<file path="src/sv/tpss_pkg.sv">
// Package for the touch panel sample sequencer.
// Holds the item codes, the result item type and the constructors of result items.
// Depends on nothing.
package tpss_pkg;

    localparam int SAMPLE_BITS           = 10;
    localparam int SAMPLES_PER_POINT_DEF = 5;
    localparam int MAX_RESULTS           = 6;
    localparam int RES_CNT_W             = 3;
    localparam int TICKS_W               = 16;
    localparam logic [TICKS_W-1:0] RESAMPLE_TICKS_RESET = 16'd10;

    localparam logic [1:0] FUNC_PEN_CHANGE = 2'd0;
    localparam logic [1:0] FUNC_CONV_DONE  = 2'd1;
    localparam logic [1:0] FUNC_TICK       = 2'd2;

    localparam logic OUT_EVENT   = 1'b0;
    localparam logic OUT_COMMAND = 1'b1;

    localparam logic [2:0] EV_PRESSURE = 3'd0;
    localparam logic [2:0] EV_TOUCH    = 3'd1;
    localparam logic [2:0] EV_SYNC     = 3'd2;
    localparam logic [2:0] EV_XPOS     = 3'd3;
    localparam logic [2:0] EV_YPOS     = 3'd4;

    localparam logic [1:0] MODE_WAIT_DOWN = 2'd0;
    localparam logic [1:0] MODE_WAIT_UP   = 2'd1;
    localparam logic [1:0] MODE_MEASURE   = 2'd2;

    typedef struct packed {
        logic                   out_kind;
        logic [2:0]             event_kind;
        logic [SAMPLE_BITS-1:0] event_value;
        logic [1:0]             touch_mode;
        logic                   start_conversion;
        logic                   last;
    } result_t;

    function automatic result_t mk_event(logic [2:0] kind, logic [SAMPLE_BITS-1:0] value);
        result_t r;
        r                  = '0;
        r.out_kind         = OUT_EVENT;
        r.event_kind       = kind;
        r.event_value      = value;
        return r;
    endfunction

    function automatic result_t mk_command(logic [1:0] mode, logic start);
        result_t r;
        r                  = '0;
        r.out_kind         = OUT_COMMAND;
        r.touch_mode       = mode;
        r.start_conversion = start;
        return r;
    endfunction

endpackage

</file>
<file path="src/sv/tpss_if.sv">
// Valid/ready channel interfaces for the touch panel sample sequencer.
// Depends on tpss_pkg for the field widths.
interface tpss_in_if
    import tpss_pkg::*;
();
    logic                   valid;
    logic                   ready;
    logic [1:0]             func;
    logic                   pen_lifted;
    logic [SAMPLE_BITS-1:0] x_sample;
    logic [SAMPLE_BITS-1:0] y_sample;

    modport source (output valid, func, pen_lifted, x_sample, y_sample, input ready);
    modport sink   (input valid, func, pen_lifted, x_sample, y_sample, output ready);
endinterface

interface tpss_out_if
    import tpss_pkg::*;
();
    logic                   valid;
    logic                   ready;
    logic                   out_kind;
    logic [2:0]             event_kind;
    logic [SAMPLE_BITS-1:0] event_value;
    logic [1:0]             touch_mode;
    logic                   start_conversion;
    logic                   last;

    modport source (output valid, out_kind, event_kind, event_value, touch_mode,
                    start_conversion, last, input ready);
    modport sink   (input valid, out_kind, event_kind, event_value, touch_mode,
                    start_conversion, last, output ready);
endinterface

</file>
<file path="src/sv/touch_panel_sample_sequencer.sv">
// Top level of the touch panel sample sequencer: input stage, decision logic and result burst.
// Depends on tpss_pkg and on the channel interfaces in tpss_if.sv.
//
//   Channel     Direction  Handshake          Carries
//   sample_in   sink       valid/ready        func, pen_lifted, x_sample, y_sample
//   result_out  source     valid/ready        one result item per handshake
//   cfg         sink       cfg_wr_en only     resample_ticks
//
// An item waits in the input register, then loads its whole burst of zero to six
// results into the result register together; they leave one per cycle unless the output stalls.
// A new item is taken while the burst drains, and the next burst loads in the cycle the
// last result of the previous one is taken.
// Reset clears the state, the counters and the valid flags; the burst register holds no reset.
// A stall on the result side holds the burst and, once the input register is full, the input.
module touch_panel_sample_sequencer
    import tpss_pkg::*;
#(
    parameter int SAMPLES_PER_POINT = SAMPLES_PER_POINT_DEF
) (
    input  logic               clk,
    input  logic               rst_n,
    input  logic               cfg_wr_en,
    input  logic [TICKS_W-1:0] cfg_wr_data,
    tpss_in_if.sink            sample_in,
    tpss_out_if.source         result_out
);

    localparam int DIV_L    = $clog2(SAMPLES_PER_POINT);
    localparam int ACC_W    = SAMPLE_BITS + DIV_L;
    localparam int DIV_S    = ACC_W + DIV_L;
    localparam int DIV_M_W  = DIV_S + 1;
    localparam int PROD_W   = ACC_W + DIV_M_W;
    localparam int CNT_W    = (SAMPLES_PER_POINT > 1) ? $clog2(SAMPLES_PER_POINT) : 1;
    localparam longint DIV_M_VAL =
        ((longint'(1) << DIV_S) + SAMPLES_PER_POINT - 1) / SAMPLES_PER_POINT;
    localparam logic [DIV_M_W-1:0] DIV_M = DIV_M_W'(DIV_M_VAL);
    localparam logic [CNT_W-1:0] LAST_INDEX = CNT_W'(SAMPLES_PER_POINT - 1);

    logic [TICKS_W-1:0]     resample_ticks_reg;

    logic                   stage_valid_reg;
    logic [1:0]             stage_func_reg;
    logic                   stage_lifted_reg;
    logic [SAMPLE_BITS-1:0] stage_x_reg;
    logic [SAMPLE_BITS-1:0] stage_y_reg;

    logic [CNT_W-1:0]       sample_index_reg, sample_index_next;
    logic [ACC_W-1:0]       x_acc_reg, x_acc_next;
    logic [ACC_W-1:0]       y_acc_reg, y_acc_next;
    logic [TICKS_W-1:0]     countdown_reg, countdown_next;

    result_t                slot_reg [MAX_RESULTS];
    result_t                slot_next [MAX_RESULTS];
    logic [RES_CNT_W-1:0]   cnt_reg, cnt_next;

    result_t                new_res [MAX_RESULTS];
    logic [RES_CNT_W-1:0]   new_cnt;

    logic                   in_fire;
    logic                   out_fire;
    logic                   load;
    logic                   completing;
    logic [ACC_W-1:0]       x_sum;
    logic [ACC_W-1:0]       y_sum;
    logic [PROD_W-1:0]      x_prod;
    logic [PROD_W-1:0]      y_prod;
    logic [SAMPLE_BITS-1:0] x_avg;
    logic [SAMPLE_BITS-1:0] y_avg;
    logic [TICKS_W-1:0]     reload_ticks;

    assign out_fire         = result_out.valid && result_out.ready;
    assign load             = stage_valid_reg && ((cnt_reg == '0) || (out_fire && cnt_reg == 1));
    assign sample_in.ready  = !stage_valid_reg || load;
    assign in_fire          = sample_in.valid && sample_in.ready;

    assign result_out.valid            = (cnt_reg != '0);
    assign result_out.out_kind         = slot_reg[0].out_kind;
    assign result_out.event_kind       = slot_reg[0].event_kind;
    assign result_out.event_value      = slot_reg[0].event_value;
    assign result_out.touch_mode       = slot_reg[0].touch_mode;
    assign result_out.start_conversion = slot_reg[0].start_conversion;
    assign result_out.last             = slot_reg[0].last;

    // The averages divide by a reciprocal that is exact over the whole accumulator range.
    assign x_sum        = x_acc_reg + ACC_W'(stage_x_reg);
    assign y_sum        = y_acc_reg + ACC_W'(stage_y_reg);
    assign x_prod       = PROD_W'(x_sum) * PROD_W'(DIV_M);
    assign y_prod       = PROD_W'(y_sum) * PROD_W'(DIV_M);
    assign x_avg        = x_prod[DIV_S +: SAMPLE_BITS];
    assign y_avg        = y_prod[DIV_S +: SAMPLE_BITS];
    assign completing   = (sample_index_reg == LAST_INDEX);
    assign reload_ticks = (resample_ticks_reg != '0) ? resample_ticks_reg : TICKS_W'(1);

    always_comb
    begin
        for (int i = 0; i < MAX_RESULTS; i++)
        begin
            new_res[i] = '0;
        end
        new_cnt           = '0;
        sample_index_next = sample_index_reg;
        x_acc_next        = x_acc_reg;
        y_acc_next        = y_acc_reg;
        countdown_next    = countdown_reg;

        unique case (stage_func_reg)
            FUNC_PEN_CHANGE:
            begin
                new_res[0] = mk_event(EV_PRESSURE, SAMPLE_BITS'(!stage_lifted_reg));
                new_res[1] = mk_event(EV_TOUCH, SAMPLE_BITS'(!stage_lifted_reg));
                new_res[2] = mk_event(EV_SYNC, '0);
                new_res[3] = stage_lifted_reg ? mk_command(MODE_WAIT_DOWN, 1'b0)
                                              : mk_command(MODE_MEASURE, 1'b1);
                new_cnt    = RES_CNT_W'(4);
            end
            FUNC_CONV_DONE:
            begin
                if (stage_lifted_reg)
                begin
                    new_res[0]        = mk_command(MODE_WAIT_DOWN, 1'b0);
                    new_res[1]        = mk_event(EV_PRESSURE, '0);
                    new_res[2]        = mk_event(EV_TOUCH, '0);
                    new_res[3]        = mk_event(EV_SYNC, '0);
                    new_cnt           = RES_CNT_W'(4);
                    sample_index_next = '0;
                    x_acc_next        = '0;
                    y_acc_next        = '0;
                end
                else if (completing)
                begin
                    new_res[0]        = mk_event(EV_XPOS, x_avg);
                    new_res[1]        = mk_event(EV_YPOS, y_avg);
                    new_res[2]        = mk_event(EV_PRESSURE, SAMPLE_BITS'(1));
                    new_res[3]        = mk_event(EV_TOUCH, SAMPLE_BITS'(1));
                    new_res[4]        = mk_event(EV_SYNC, '0);
                    new_res[5]        = mk_command(MODE_WAIT_UP, 1'b0);
                    new_cnt           = RES_CNT_W'(MAX_RESULTS);
                    sample_index_next = '0;
                    x_acc_next        = '0;
                    y_acc_next        = '0;
                    countdown_next    = reload_ticks;
                end
                else
                begin
                    new_res[0]        = mk_command(MODE_MEASURE, 1'b1);
                    new_cnt           = RES_CNT_W'(1);
                    sample_index_next = sample_index_reg + 1'b1;
                    x_acc_next        = x_sum;
                    y_acc_next        = y_sum;
                end
            end
            FUNC_TICK:
            begin
                if (countdown_reg != '0)
                begin
                    countdown_next = countdown_reg - 1'b1;
                    if (countdown_reg == TICKS_W'(1))
                    begin
                        new_res[0] = stage_lifted_reg ? mk_command(MODE_WAIT_DOWN, 1'b0)
                                                      : mk_command(MODE_MEASURE, 1'b1);
                        new_cnt    = RES_CNT_W'(1);
                    end
                end
            end
            default:
            begin
                new_cnt = '0;
            end
        endcase

        for (int i = 0; i < MAX_RESULTS; i++)
        begin
            new_res[i].last = (RES_CNT_W'(i) == RES_CNT_W'(new_cnt - 1'b1));
        end
    end

    always_comb
    begin
        for (int i = 0; i < MAX_RESULTS; i++)
        begin
            slot_next[i] = slot_reg[i];
        end
        cnt_next = cnt_reg;
        if (load)
        begin
            for (int i = 0; i < MAX_RESULTS; i++)
            begin
                slot_next[i] = new_res[i];
            end
            cnt_next = new_cnt;
        end
        else if (out_fire)
        begin
            for (int i = 0; i < MAX_RESULTS - 1; i++)
            begin
                slot_next[i] = slot_reg[i + 1];
            end
            cnt_next = cnt_reg - 1'b1;
        end
    end

    always_ff @(posedge clk or negedge rst_n)
    begin
        if (!rst_n)
        begin
            resample_ticks_reg <= RESAMPLE_TICKS_RESET;
            stage_valid_reg    <= 1'b0;
            sample_index_reg   <= '0;
            x_acc_reg          <= '0;
            y_acc_reg          <= '0;
            countdown_reg      <= '0;
            cnt_reg            <= '0;
        end
        else
        begin
            if (cfg_wr_en)
            begin
                resample_ticks_reg <= cfg_wr_data;
            end
            if (in_fire)
            begin
                stage_valid_reg <= 1'b1;
            end
            else if (load)
            begin
                stage_valid_reg <= 1'b0;
            end
            if (load)
            begin
                sample_index_reg <= sample_index_next;
                x_acc_reg        <= x_acc_next;
                y_acc_reg        <= y_acc_next;
                countdown_reg    <= countdown_next;
            end
            cnt_reg <= cnt_next;
        end
    end

    always_ff @(posedge clk)
    begin
        if (in_fire)
        begin
            stage_func_reg   <= sample_in.func;
            stage_lifted_reg <= sample_in.pen_lifted;
            stage_x_reg      <= sample_in.x_sample;
            stage_y_reg      <= sample_in.y_sample;
        end
        for (int i = 0; i < MAX_RESULTS; i++)
        begin
            slot_reg[i] <= slot_next[i];
        end
    end

    a_burst_bound: assert property (@(posedge clk) disable iff (!rst_n)
        cnt_reg <= RES_CNT_W'(MAX_RESULTS))
        else $error("result burst count exceeds its capacity");

    a_last_at_end: assert property (@(posedge clk) disable iff (!rst_n)
        (result_out.valid && slot_reg[0].last) |-> (cnt_reg == RES_CNT_W'(1)))
        else $error("last result item shown while more remain in the burst");

    a_index_range: assert property (@(posedge clk) disable iff (!rst_n)
        sample_index_reg <= LAST_INDEX)
        else $error("sample index beyond the samples of one point");

    a_point_burst: assert property (@(posedge clk) disable iff (!rst_n)
        (load && stage_func_reg == FUNC_CONV_DONE && !stage_lifted_reg && completing)
        |=> (cnt_reg == RES_CNT_W'(MAX_RESULTS) && countdown_reg != '0))
        else $error("completed point did not load a full burst and arm the countdown");

endmodule
</file>
<file path="src/flat_wrapper.sv">
// flat-port wrapper written by rule: the top's interface ports become plain ports
module touch_panel_sample_sequencer_flat import tpss_pkg::*;
#(
    parameter int SAMPLES_PER_POINT = SAMPLES_PER_POINT_DEF
)
  (clk, rst_n, cfg_wr_en, cfg_wr_data, sample_in_valid, sample_in_func, sample_in_pen_lifted, sample_in_x_sample, sample_in_y_sample, sample_in_ready, result_out_valid, result_out_out_kind, result_out_event_kind, result_out_event_value, result_out_touch_mode, result_out_start_conversion, result_out_last, result_out_ready);
  tpss_in_if sample_in_i ();
  tpss_out_if result_out_i ();
  input  logic clk;
  input  logic rst_n;
  input  logic cfg_wr_en;
  input  logic [TICKS_W-1:0] cfg_wr_data;
  input wire logic [$bits(sample_in_i.valid)-1:0] sample_in_valid;
  input wire logic [$bits(sample_in_i.func)-1:0] sample_in_func;
  input wire logic [$bits(sample_in_i.pen_lifted)-1:0] sample_in_pen_lifted;
  input wire logic [$bits(sample_in_i.x_sample)-1:0] sample_in_x_sample;
  input wire logic [$bits(sample_in_i.y_sample)-1:0] sample_in_y_sample;
  output wire logic [$bits(sample_in_i.ready)-1:0] sample_in_ready;
  output wire logic [$bits(result_out_i.valid)-1:0] result_out_valid;
  output wire logic [$bits(result_out_i.out_kind)-1:0] result_out_out_kind;
  output wire logic [$bits(result_out_i.event_kind)-1:0] result_out_event_kind;
  output wire logic [$bits(result_out_i.event_value)-1:0] result_out_event_value;
  output wire logic [$bits(result_out_i.touch_mode)-1:0] result_out_touch_mode;
  output wire logic [$bits(result_out_i.start_conversion)-1:0] result_out_start_conversion;
  output wire logic [$bits(result_out_i.last)-1:0] result_out_last;
  input wire logic [$bits(result_out_i.ready)-1:0] result_out_ready;
  assign sample_in_i.valid = sample_in_valid;
  assign sample_in_i.func = sample_in_func;
  assign sample_in_i.pen_lifted = sample_in_pen_lifted;
  assign sample_in_i.x_sample = sample_in_x_sample;
  assign sample_in_i.y_sample = sample_in_y_sample;
  assign sample_in_ready = sample_in_i.ready;
  assign result_out_valid = result_out_i.valid;
  assign result_out_out_kind = result_out_i.out_kind;
  assign result_out_event_kind = result_out_i.event_kind;
  assign result_out_event_value = result_out_i.event_value;
  assign result_out_touch_mode = result_out_i.touch_mode;
  assign result_out_start_conversion = result_out_i.start_conversion;
  assign result_out_last = result_out_i.last;
  assign result_out_i.ready = result_out_ready;
  touch_panel_sample_sequencer #(.SAMPLES_PER_POINT(SAMPLES_PER_POINT)) u_core (.clk(clk), .rst_n(rst_n), .cfg_wr_en(cfg_wr_en), .cfg_wr_data(cfg_wr_data), .sample_in(sample_in_i), .result_out(result_out_i));
endmodule
</file>
<file path="config.mk">
export PLATFORM = sky130hd
export DESIGN_NAME = touch_panel_sample_sequencer_flat
export DESIGN_NICKNAME = d
export VERILOG_FILES = /design/src/sv/tpss_pkg.sv /design/src/sv/tpss_if.sv /design/src/sv/touch_panel_sample_sequencer.sv /design/src/flat_wrapper.sv
export SDC_FILE = /design/constraint.sdc
export NUM_CORES = 1
export LEC_CHECK = 0
export BUFFER_PORTS_ARGS = -buffer_cell sky130_fd_sc_hd__buf_2
export CAP_MARGIN = 20
export CORE_ASPECT_RATIO = 1.25
export CORE_MARGIN = 4
export CORE_UTILIZATION = 35
export DETAILED_ROUTE_END_ITERATION = 12
export GPL_TIMING_DRIVEN = 0
export HOLD_SLACK_MARGIN = 0.1
export PLACE_DENSITY = 0.53
export SKIP_CTS_REPAIR_TIMING = 1
export SLEW_MARGIN = 20
export SYNTH_ARGS = -nofsm -noshare
export SYNTH_HDL_FRONTEND = slang
export SYNTH_SLANG_ARGS = --single-unit
</file>
<file path="constraint.sdc">
create_clock -name clk -period 8.95 [get_ports clk]
set_input_delay 0.4475 -clock clk [delete_from_list [all_inputs] [get_ports clk]]
set_output_delay 0.4475 -clock clk [all_outputs]
set_load 0.05 [all_outputs]
</file>
Yosys cells after proc, flatten, opt, wreduce, memory -nomap -nowiden
Memories as Yosys holds them, arrays and structs flattened.
Cells that the tools add are included.

operators by class
  $add $sub $neg = 6
  multipliers = 2
  eq/ne operators = 13
  multiplexer cells = 33
  reductions and logical operators = 19

operators by type and width
  kind                                                                   count
  90-bit 2-to-1 mux                                                      2
  54-bit one-hot mux with 2 select lines                                 1
  89-bit 2-to-1 mux                                                      1
  18-bit 2-to-1 mux                                                      4
  36-bit 2-to-1 mux                                                      2
  72-bit 2-to-1 mux                                                      1
  16-bit 2-to-1 mux                                                      4
  18-bit one-hot mux with 3 select lines                                 1
  13-bit 2-to-1 mux                                                      4
  13-bit by 12-bit multiplier with 24-bit output, second input constant  2
  16-bit one-hot mux with 2 select lines                                 1
  16-bit nonzero test                                                    2
  13-bit by 10-bit adder with 13-bit output                              2
  3-bit 2-to-1 mux                                                       6
  16-bit by 1-bit == test with 1-bit output, second input constant       1
  16-bit by 1-bit subtractor with 16-bit output, second input constant   1
  3-bit one-hot mux with 3 select lines                                  1
  2-bit by 3-bit == test with 1-bit output, first input constant         2
  3-bit == test, first input constant                                    2
  3-bit zero test                                                        2
  2-bit nonzero test                                                     3
  3-bit by 1-bit subtractor with 3-bit output, second input constant     2
  5-bit AND reduction                                                    1
  1-bit logical AND                                                      4
  15 further kinds                                                       21

word-level totals
  flip-flop bits (word level) = 88
  memory bits (writable) = 108
  word-level logic and storage cells = 85
  memories = 1

memories
  name             depth  width  rd ports  clocked after memory_dff  write ports  RTL line                            source
  u_core.slot_reg  6      18     6         0                         6            touch_panel_sample_sequencer.sv:52  result_t slot_reg [MAX_RESULTS];

Depth between registers and ports, before layout
Gate-level depths: netlist of the first run.

  depth in word-level cells = 8
  depth in mapped cells = 26
  gate-level depth less buffers = 26

Worst setup path before layout of the first run
OpenSTA, ideal clock, no wires.

  kind = flip-flop to flip-flop
  from = register u_core.y_acc_reg[0]
  to = memory u_core.slot_reg[1][12] in the netlist's numbering (data pin)
  arrival = 6.000 ns
  setup slack = 2.681 ns
  stages on the path, launching flop included = 27
  clock period less this slack = 6.269 ns
  cell sequence = dfrtp_1 ha_1 inv_1 fa_1 nor2b_1 o21a_1 o21ai_1 a21oi_1 nor2_1 xnor2_1 ha_1 inv_1 fa_1 inv_1 fa_1 fa_1 inv_1 fa_1 inv_1 ha_1 a21oi_1 nand2_1 nor4b_2 nor4_4 o31ai_2 nor3b_1 nor3_1

RTL lines
  element                 RTL line                             source
  from (decl)             touch_panel_sample_sequencer.sv:49   logic [ACC_W-1:0] y_acc_reg, y_acc_next;
  from (signal assigned)  touch_panel_sample_sequencer.sv:232  y_acc_reg <= y_acc_next;
  to (decl)               touch_panel_sample_sequencer.sv:52

==> results of run 1 <==
-- critical path: cells and delay by family, from the launching register on --
| family | cells | cell delay [ns] |
|---|---|---|
| buf+inv | 5 | 0.29 |
| compound gates | 5 | 1.01 |
| simple gates | 7 | 1.41 |
| fa+ha+maj | 8 | 3.32 |
| xor+xnor | 1 | 0.54 |
| flops | 1 | 0.36 |
-- metrics by stage --
step | cell area (um2) | util | cells | hold slack [ns]
after floorplan | 12200 | - | 1202 | 0.152
after global placement | 13000 | 0.379 | 1732 | 0.436
after detailed placement | 13100 | 0.381 | 1734 | 0.352
after CTS | 13700 | 0.398 | 1766 | -0.115
after global routing | 13700 | 0.398 | 1767 | 0.167
final | 13700 | 0.398 | 1767 | 0.192
-- layout by cell type (no fill, tap or decap), types with 7 or more instances in the layout --
cell,count
a211o_1,7
nor4_1,9
clkbuf_16,19
inv_1,211
dfxtp_1,11
o21bai_1,8
xnor2_1,40
nand2_1,84
clkbuf_1,20
edfxtp_1,60
nand2b_1,7
mux2_2,17
a22o_1,21
o21a_1,12
a21oi_1,69
and2_1,13
a21o_1,17
nor3b_1,7
xor2_1,16
o21ai_0,63
ha_1,197
fa_1,84
nor3_1,18
nand3_1,13
buf_2,63
dfrtp_1,63
nor2_1,39
-- final timing paths --
path	slack (ns)	cells past startpoint	end
max in group asynchronous	7.92	3	u_core.resample_ticks_reg[1]
max reg2reg	1.75	26	u_core.slot_reg[1][12]
max	1.75	26	u_core.slot_reg[1][12]
min reg2reg	0.46	2	u_core.slot_reg[1][2]
min in group asynchronous	0.45	2	u_core.x_acc_reg[0]
min	0.19	1	u_core.stage_y_reg[3]
-- kinds of logic after synthesis --
logic type                 synth area share
adders and majority gates             0.341
DFF                                   0.300
xor gates and xnor gates             0.0417
AOI/OAI and AO/OA                     0.130
muxes                                0.0158
and+or+nand+nor                      0.0966
buffers and inverters                0.0743
-- routing by layer --
metal,share of wire,wire (um),vias up,track usage
met3,0.019,514,28,0.0195
met4,0.016,435,0,0.0409
met2,0.52,13900,110,0.263
met1,0.45,12100,4249,0.186
met5,0,0,-,0
li1,-,-,4286,-
-- final cells by class --
type                       count  area, um2
clock inverter                 9       75.1
sequential                   136       3650
tap                          468        586
multi-input combinational    830       7600
buffer                        24        108
fill                        3469      20700
clock buffer                  23        510
timing repair buffer          65        370
inverter                     212        796
==> results by stage, run 1 <==
STA:
- Measured against its own limit, the worst slew margin works out to 0.416.
- The worst-case setup margin in the final layout is 1.75 ns.
- At the pin with the least slew margin, the transition time is just under 0.9 ns.
- The post-route setup TNS is 0 ns.
- Setup violations remaining at the end of the flow were counted as 0.
- Setup repair after global routing left no endpoint under its margin.
- The maximum achievable frequency is 139 MHz.
- Of the available clock period, the critical path in the final layout requires 0.805.
- Across the routed clock network, the largest skew measured is around 0.010 ns.
- The number of pins exceeding their max-slew limit in the final report is 0.
- The shortest clock period the worst path allows after layout is 7.20 ns.
- The number of failing hold endpoints at the final stage came to 0.

Floorplanning:
- In this run the count of I/O pins placed on the die edge is 64.
- The die span in x is 175 um.
- The area of the die is roughly 0.038 mm2.
- The area of the core is 0.0344 mm2.
- The site row count is 76.
- The starting density of the core is 0.353.
- The floorplan die height is 216 um.

Yosys:
- Synthesis produced a netlist with a net count of 1527.
- The cell accounting for the most synthesized area is ha_1.
- The average instance in the mapped netlist occupies 10.1 um2.
- By instance count, the leading cell after synthesis is inv_1.
- The fraction of synthesis flops using an asynchronous set or reset pin is 0.478.
- The synthesis-stage register bit count is approximately 140.
- Ranked by instance count, the synthesized netlist is headed by 211 x inv_1, 197 x ha_1, 85 x nand2_1.
- During synthesis, Yosys emitted a total of 0 warnings.
- The number of cells produced by synthesis is about 1200.
- The number of enable flip-flop cells after synthesis is 60.
- The sequential area share after synthesis is 0.300.
- The netlist area before placement is ~0.012 mm2.
- The leading register cell type out of synthesis is dfrtp_1.
- The post-synthesis cell type count is 69.
- By area the synthesized netlist is led by ha_1 20%, edfxtp_1 15%, fa_1 14%.
- Of the post-synthesis cell area, the dominant cell type holds 0.203.

GRT:
- The initial antenna violation count is 0.
- The overall track demand over capacity in global routing is 0.147.
- The via count of the first global-routing pass is 8947.
- Entering global routing, the biggest net connects 51 pins.
- The first global-routing pass estimated ~45 mm of wire.
- Global routing finished with a remaining overflow of 0.

Worst setup path:
- The maximum fanout along the worst path is 6.
- The largest individual stage delay along the critical path comes from the cell nor4b_2.
- In this run the critical register-to-register path is launched from u_core.y_acc_reg[0].
- The setup path with the least slack is of type register to register.
- The worst path arrival time is 7.35 ns.
- In this design, the stage delay of the slowest critical-path cell is 0.60 ns.
- STA puts the critical path data required time at ~9.1 ns.
- The launch point of the worst path is u_core.y_acc_reg[0].
- The worst setup path is captured at a register.
- The element type at the critical path start is a register.

CTS:
- TritonCTS built the clock tree.
- After clock tree synthesis, the clock-pin slew on the worst setup and hold paths is 0.06 ns.
- The number of clock sinks is 136.
- The number of clock buffers added by TritonCTS is 17.
- In this run the deepest clock path goes through 2 buffers.
- The CTS root buffer is clkbuf_16.
- In this run the number of H-tree levels came out at 4.
- The clock latency on the worst-skew pair is 0.43 ns.

Route:
- The via-per-instance ratio is between 4 and 5.
- The number of design rule violations left after detail routing is 0.
- Dividing the detail-routed wire length by the instance count gives 15.3 um.
- The count of nets left with antenna violations once routing finished came out at 0.
- The detailed-route via count is 8673.
- For this block, the initial DRC count from the detailed router was around 350.
- Wires add up to 27.0 mm.
- The number of iterations in the first detailed-routing pass is 5.

Place:
- The number of I/O port buffers is 62.
- At the end of routability-driven placement, the weighted congestion stood at 0.869.
- OpenSTA, run right after detailed placement, puts the worst setup slack at 1.74 ns.
- The HPWL after detailed placement is 22.3 mm.

Status:
- The run finished with clean final reports.

Cells and area:
- At the end of the flow, the number of nets in the layout was 1611.
- The fraction of final layout cells sized beyond drive strength 1 is 0.106.
- The number of flip-flops under the largest register name is 48.
- The synthesis-to-finish area growth is 12.7%.
- 0 antenna diodes ended up in the layout.

Flow run:
- The reported max-cap violation count is 0.

Hold path:
- In this run the worst hold path is classified as input pin to register.
- The launch point of the worst hold path is sample_in_y_sample[3].
Power of run 1 is not shown: default switching activity piles up to over one toggle a cycle in this logic, so the estimate is an artifact.
==> inputs of run 2 (changes only) <==
==> constraint.sdc (replaced) <==
create_clock -name clk -period 7.1 [get_ports clk]
set_input_delay 0.355 -clock clk [delete_from_list [all_inputs] [get_ports clk]]
set_output_delay 0.355 -clock clk [all_outputs]
set_load 0.05 [all_outputs]
==> run 2 against run 1 <==
Fmax rose by 6.1%; routed wire length increased by 0.13%; critical path type unchanged; highest routed layer unchanged; cell count grew 1.2%.
==> results by stage, run 2 (same netlist as run 1, synthesis figures left out) <==
Status:
- The run finished with clean final reports.

CTS:
- The number of clock sinks is 136 (unchanged).
- The clock input transition at the sequential cells of the worst setup and hold paths came to 0.06 ns (about the same).
- The TritonCTS clock tree is done.
- The clock latency on the worst-skew pair is 0.43 ns (about the same).
- The H-tree depth came to 4 (unchanged).
- The total clock buffers created by CTS is 17 (unchanged).
- The clock tree buffer depth came to 2 (unchanged).
- CTS placed an instance of clkbuf_16 at the clock tree root.

Worst setup path:
- The required time at the endpoint of the critical path came to 7.25 ns (-1.85 ns).
- The critical path is of the register to register type.
- The worst path arrival time is 6.94 ns (-0.41 ns).
- The family of cells with the greatest summed delay on the critical path is adder cells.
- STA classifies the critical path endpoint as a register.
- The maximum fanout along the worst path is 4 (-2).
- The buffers plus inverters on the worst setup path is 5 (unchanged).
- The launch instance of the worst register-to-register path is u_core.y_acc_reg[0].
- The longest individual stage delay on the worst path is 0.56 ns (-0.04 ns).
- The element type at the critical path start is a register.
- The critical path starts at u_core.y_acc_reg[0].
- The slowest stage of the critical path is the fa_1 cell.

Hold path:
- The path class of the tightest hold or removal check is input pin to register.
- The worst hold path begins at sample_in_y_sample[4].

Place:
- The detailed placer's ending HPWL is 22.3 mm (unchanged).
- The instance area at placement is 0.0131 mm2 (unchanged).
- The number of I/O port buffers is 62 (unchanged).
- The final weighted congestion in routability-driven placement was 0.869 (unchanged).

STA:
- The relative slew slack is 0.385 (-0.0312).
- The shortest clock period the worst path allows after layout was 6.79 ns (-0.416 ns).
- The maximum achievable frequency is 147 MHz (+6.1%).
- The final-report setup violation count came to 0 (unchanged).
- The post-route setup TNS came to 0 ns (unchanged).
- The number of failing hold endpoints at the final stage is 0 (unchanged).
- The final clock skew was 0.0112 ns (+0.000877 ns).
- The actual slew at the worst max-slew pin was 0.914 ns (+0.0451 ns).
- The share of the clock period used by the worst path after layout is 0.956 (+0.151).
- The number of pins exceeding their max-slew limit in the final report is 0 (unchanged).

Cells and area:
- The fill cell instance count of the final layout came to 3436 (-0.95%).
- The fraction of final layout cells sized beyond drive strength 1 is 0.111 (+0.00437).
- The final core area utilization is 0.406 (+0.00836).
- The synthesis-to-finish area growth is 15.1%.
- The number of diodes is 0 (unchanged).
- Leaving out fill and tap cells, the most frequent cell in the layout is inv_1.
- Leaving out fill and tap cells, the most frequent cells in the layout are 211 x inv_1, 197 x ha_1, 84 x nand2_1, 84 x fa_1, 68 x a21oi_1.
- The final cell area excluding filler cells came to 0.0140 mm2 (+2.1%).
- The number of nets in the finished design is 1632 (+1.3%).
- The number of flip-flops under the largest register name is 48 (unchanged).

Route:
- The violation count after the first detailed-route iteration is 344 (-0.29%).
- The number of routed nets with antenna violations is 0 (unchanged).
- The via-per-instance ratio is 4.89 (-0.35%).
- The total wire length after detailed routing came to 27.0 mm (+0.13%).
- The number of design rule violations left after detail routing is 0 (unchanged).
- The detailed-route via count is 8745 (+0.83%).
- The average wire per standard cell came to 15.1 um (-1.0%).
- The number of iterations in the first detailed-routing pass is 5 (unchanged).

GRT:
- The sum of overflow across all layers after global routing is 0 (unchanged).
- The initial antenna violation count is 0 (unchanged).
- The maximum number of pins on one net before global-route repair is 51 (unchanged).
- The global-route wire length before repair is 45.0 mm (unchanged).
- The overall track demand over capacity in global routing came to 0.147 (unchanged).
- The via count of the first global-routing pass is 8947 (unchanged).

Floorplanning:
- The floorplan die height was 216 um (unchanged).
- The die span in x is 175 um (unchanged).
- The area of the core is 0.0344 mm2 (unchanged).
- The I/O pin total was 64 (unchanged).
- The area of the die came to 0.0378 mm2 (unchanged).
- The starting density of the core came to 0.353 (unchanged).
- The site row count is 76 (unchanged).

Flow run:
- The reported max-cap violation count is 0 (unchanged).
==> run 2: cell types whose count changed in the layout (fill, tap and decap cells not counted), moves of 2 or more <==
cell           change
buf_4              +2
dlygate4sd3_1     +19
xnor2_1            -3
xnor2_4            +2
==> run 2: cell type report <==
type | count | area (um2) | area share
sequential | 136 | 3650 | 0.261
timing repair buffer | 86 | 576 | 0.0412
tap | 468 | 586 | 0.0419
clock inverter | 9 | 75.1 | 0.00537
clock buffer | 23 | 510 | 0.0365
multi-input combinational | 830 | 7680 | 0.549
buffer | 24 | 108 | 0.00769
inverter | 212 | 796 | 0.0569
==> run 2: through the flow <==
step	hold WS [ns]	worst slack, ns	cells
CTS	-0.207	-0.152	1766
global route	0.101	-0.00607	1788
global placement	0.436	-0.0532	1732
detailed placement	0.259	-0.112	1734
floorplan	0.0594	0.831	1202
finish	0.104	0.312	1788
==> run 2: per-layer routing <==
metal / wire length [um] / global-route usage
met5: 0 / 0
met2: 13900 / 0.263
met1: 12100 / 0.186
met4: 420 / 0.0409
met3: 549 / 0.0195
==> run 2: final timing paths <==
path | end | slack (ns) | cells past startpoint
worst max register to register | u_core.slot_reg[1][12] | 0.31 | 26
min in group asynchronous | u_core.x_acc_reg[0] | 0.35 | 2
worst min-delay path | u_core.stage_y_reg[4] | 0.10 | 1
worst max-delay path | u_core.slot_reg[1][12] | 0.31 | 26
max in group asynchronous | u_core.resample_ticks_reg[1] | 6.17 | 3
worst min register to register | u_core.slot_reg[1][2] | 0.46 | 2
Power of run 2 is left out for the same reason.
==> inputs of run 3 (changes only) <==
--- a/config.mk
+++ b/config.mk
@@ -9,11 +9,11 @@
 export CAP_MARGIN = 20
 export CORE_ASPECT_RATIO = 1.25
 export CORE_MARGIN = 4
-export CORE_UTILIZATION = 35
+export CORE_UTILIZATION = 52
 export DETAILED_ROUTE_END_ITERATION = 12
 export GPL_TIMING_DRIVEN = 0
 export HOLD_SLACK_MARGIN = 0.1
-export PLACE_DENSITY = 0.53
+export PLACE_DENSITY = 0.71
 export SKIP_CTS_REPAIR_TIMING = 1
 export SLEW_MARGIN = 20
 export SYNTH_ARGS = -nofsm -noshare
==> constraint.sdc (replaced) <==
create_clock -name clk -period 7.1 [get_ports clk]
set_input_delay 0.71 -clock clk [delete_from_list [all_inputs] [get_ports clk]]
set_output_delay 0.71 -clock clk [all_outputs]
set_load 0.05 [all_outputs]
==> run 3 against run 2 <==
Fmax barely moved; clock skew rose by 0.0040 ns; non-clock buffer count fell by 21; global-route usage rose by 5.8 points; sequential share of layout area rose by 0.94 points; count of clock-buffer cells in the layout fell by 1.
==> results by stage, run 3 (same netlist as run 1, synthesis figures left out) <==
Route:
- The number of design rule violations left after detail routing is 0 (unchanged).
- The routed length on met2 came to 13.5 mm (-3.1%).
- The total wire length after detailed routing was 25.6 mm (-5.2%).
- The number of iterations in the first detailed-routing pass is 6 (+1).
- The violation count after the first detailed-route iteration is 582 (+69%).
- The detailed-route via count is 8724 (-0.24%).
- The average wire per standard cell is 16.1 um (+6.8%).
- The sum of met3 wire segment lengths after detailed routing was 749 um (+36%).
- The wire length on met1 came to 10.8 mm (-11%).
- The number of routed nets with antenna violations came to 0 (unchanged).
- The via-per-instance ratio is 5.50 (+12%).
- In this run the top signal layer used is met5.

Worst setup path:
- The longest individual stage delay on the worst path is 0.55 ns (about the same).
- The cell at the slowest stage of the critical path is fa_1.
- The category of the most critical setup path is register to register.
- The worst path arrival time is 6.93 ns (about the same).
- STA classifies the critical path endpoint as a register.
- In this design, the largest share of critical-path delay is due to adder cells.
- The element type at the critical path start is a register.
- The required time at the endpoint of the critical path is 7.25 ns (about the same).
- The most prevalent standard cell on the critical path is inv_1.
- The maximum fanout along the worst path is 6 (+2).
- The buffers plus inverters on the worst setup path is 6 (+1).

Place:
- The final weighted congestion in routability-driven placement was 0.874 (+0.52%).
- The number of I/O port buffers is 62 (unchanged).
- The detailed placer's ending HPWL is 21.0 mm (-5.6%).

Hold path:
- The min-delay analysis places its worst path in the category input pin to asynchronous set/reset pin.

Cells and area:
- The library cell used most frequently in the layout, excluding fill and tap cells, is inv_1.
- The fraction of final layout cells sized beyond drive strength 1 is 0.111 (+0.000248).
- The number of nets in the finished design was 1611 (-1.3%).
- The number of flip-flops under the largest register name is 48 (unchanged).
- The synthesis-to-finish area growth is 11.1%.
- The library cells used most frequently in the layout, excluding fill and tap cells, are 211 x inv_1, 197 x ha_1, 84 x nand2_1, 84 x fa_1, 68 x a21oi_1.
- The fill cell instance count of the final layout is 1998 (-42%).
- The number of diodes came to 0 (unchanged).

STA:
- Setup repair after global routing left no endpoint under its margin.
- The number of failing hold endpoints at the final stage is 0 (unchanged).
- The maximum achievable frequency was 147 MHz (about the same).
- The final-report setup violation count was 0 (unchanged).
- The shortest clock period the worst path allows after layout came to 6.78 ns (-0.00648 ns).
- The actual slew at the worst max-slew pin is 0.898 ns (-0.0162 ns).
- The relative slew slack came to 0.396 (+0.0109).
- The number of pins exceeding their max-slew limit in the final report is 0 (unchanged).
- The share of the clock period used by the worst path after layout is 0.955 (about the same).
- The final clock skew is 0.0152 ns (+0.00396 ns).
- The post-route setup TNS is 0 ns (unchanged).

Floorplanning:
- The area of the die is 0.0259 mm2 (-31%).
- The starting density of the core is 0.529 (+0.176).
- The I/O pin total was 64 (unchanged).
- The area of the core was 0.0230 mm2 (-33%).
- The site row count is 62 (-18%).
- The die span in x is 145 um (-17%).
- The floorplan die height is 179 um (-17%).

GRT:
- The initial antenna violation count is 1 (+1).
- The sum of overflow across all layers after global routing is 0 (unchanged).
- The maximum number of pins on one net before global-route repair is 51 (unchanged).
- The via count of the first global-routing pass was 9016 (+0.77%).
- The overall track demand over capacity in global routing is 0.205 (+0.0580).
- The global-route wire length before repair is 42.4 mm (-5.7%).

CTS:
- The number of clock sinks is 136 (unchanged).
- The clock input transition at the sequential cells of the worst setup and hold paths came to 0.06 ns (about the same).
- The clock latency on the worst-skew pair came to 0.42 ns (about the same).
- The TritonCTS clock tree is done.
- The tree is rooted in a clkbuf_16.
- The total clock buffers created by CTS is 17 (unchanged).
- The H-tree depth is 4 (unchanged).
- The clock tree buffer depth came to 2 (unchanged).

Status:
- The run finished with clean final reports.

Flow run:
- The reported max-cap violation count is 0 (unchanged).
## run 3: per-layer routing
layer | up-vias | GRT usage
li1 | 4285 | -
met1 | 4247 | 0.252
met2 | 145 | 0.373
met3 | 45 | 0.0280
met4 | 2 | 0.0560
met5 | - | 0
## run 3: cell type report
type                    count  area [um2]  share of cell area
multi-input cells         830        7660               0.567
flip-flops and latches    136        3650               0.270
inverters                 212         796              0.0590
clock buffers              22         487              0.0361
well taps                 288         360              0.0267
repair buffers             65         355              0.0263
plain buffers              24         108             0.00797
clock inverters            10        81.3             0.00603
## run 3: per-stage QoR
step           hold slack, ns  cells  instance area (um2)   util  setup WS, ns
4_1_cts                 0.160   1585                13400  0.585       -0.0945
6_report                0.162   1587                13500  0.588         0.318
3_5_place_dp            0.443   1553                12900  0.560       -0.0475
3_3_place_gp            0.437   1552                12800  0.558        0.0475
5_1_grt                 0.162   1587                13500  0.588       0.00558
2_1_floorplan           0.414   1202                12200      -         0.831
## run 3: path summary, 6_finish.rpt
| kind | startpoint | endpoint | slack [ns] | cells after the start |
|---|---|---|---|---|
| setup / recovery | u_core.x_acc_reg[0] | u_core.slot_reg[0][12] | 0.32 | 25 |
| hold / removal | rst_n | u_core.x_acc_reg[5] | 0.16 | 1 |
| setup reg to reg | u_core.x_acc_reg[0] | u_core.slot_reg[0][12] | 0.32 | 25 |
| hold reg to reg | u_core.slot_reg[2][2] | u_core.slot_reg[1][2] | 0.45 | 2 |
| max in group asynchronous | rst_n | u_core.resample_ticks_reg[3] | 6.36 | 2 |
| min in group clk | u_core.slot_reg[2][2] | u_core.slot_reg[1][2] | 0.45 | 2 |
## run 3: worst reg2reg max path, cell delays in order (launching register included)
cell       delay, ns
dfrtp_1         0.37
ha_1            0.19
inv_1           0.06
fa_1            0.40
nor2b_1         0.13
o21a_1          0.14
o21a_1          0.18
o221a_2         0.25
nor2_2          0.07
xnor2_2         0.32
ha_1            0.20
inv_1           0.08
fa_1            0.53
inv_1           0.06
fa_1            0.52
fa_1            0.55
inv_1           0.06
fa_1            0.52
inv_1           0.04
ha_1            0.32
inv_1           0.09
or3_4           0.40
a2111oi_2       0.43
o21ai_1         0.16
a21o_1          0.19
a32o_1          0.28
Power of run 3 is left out for the same reason.
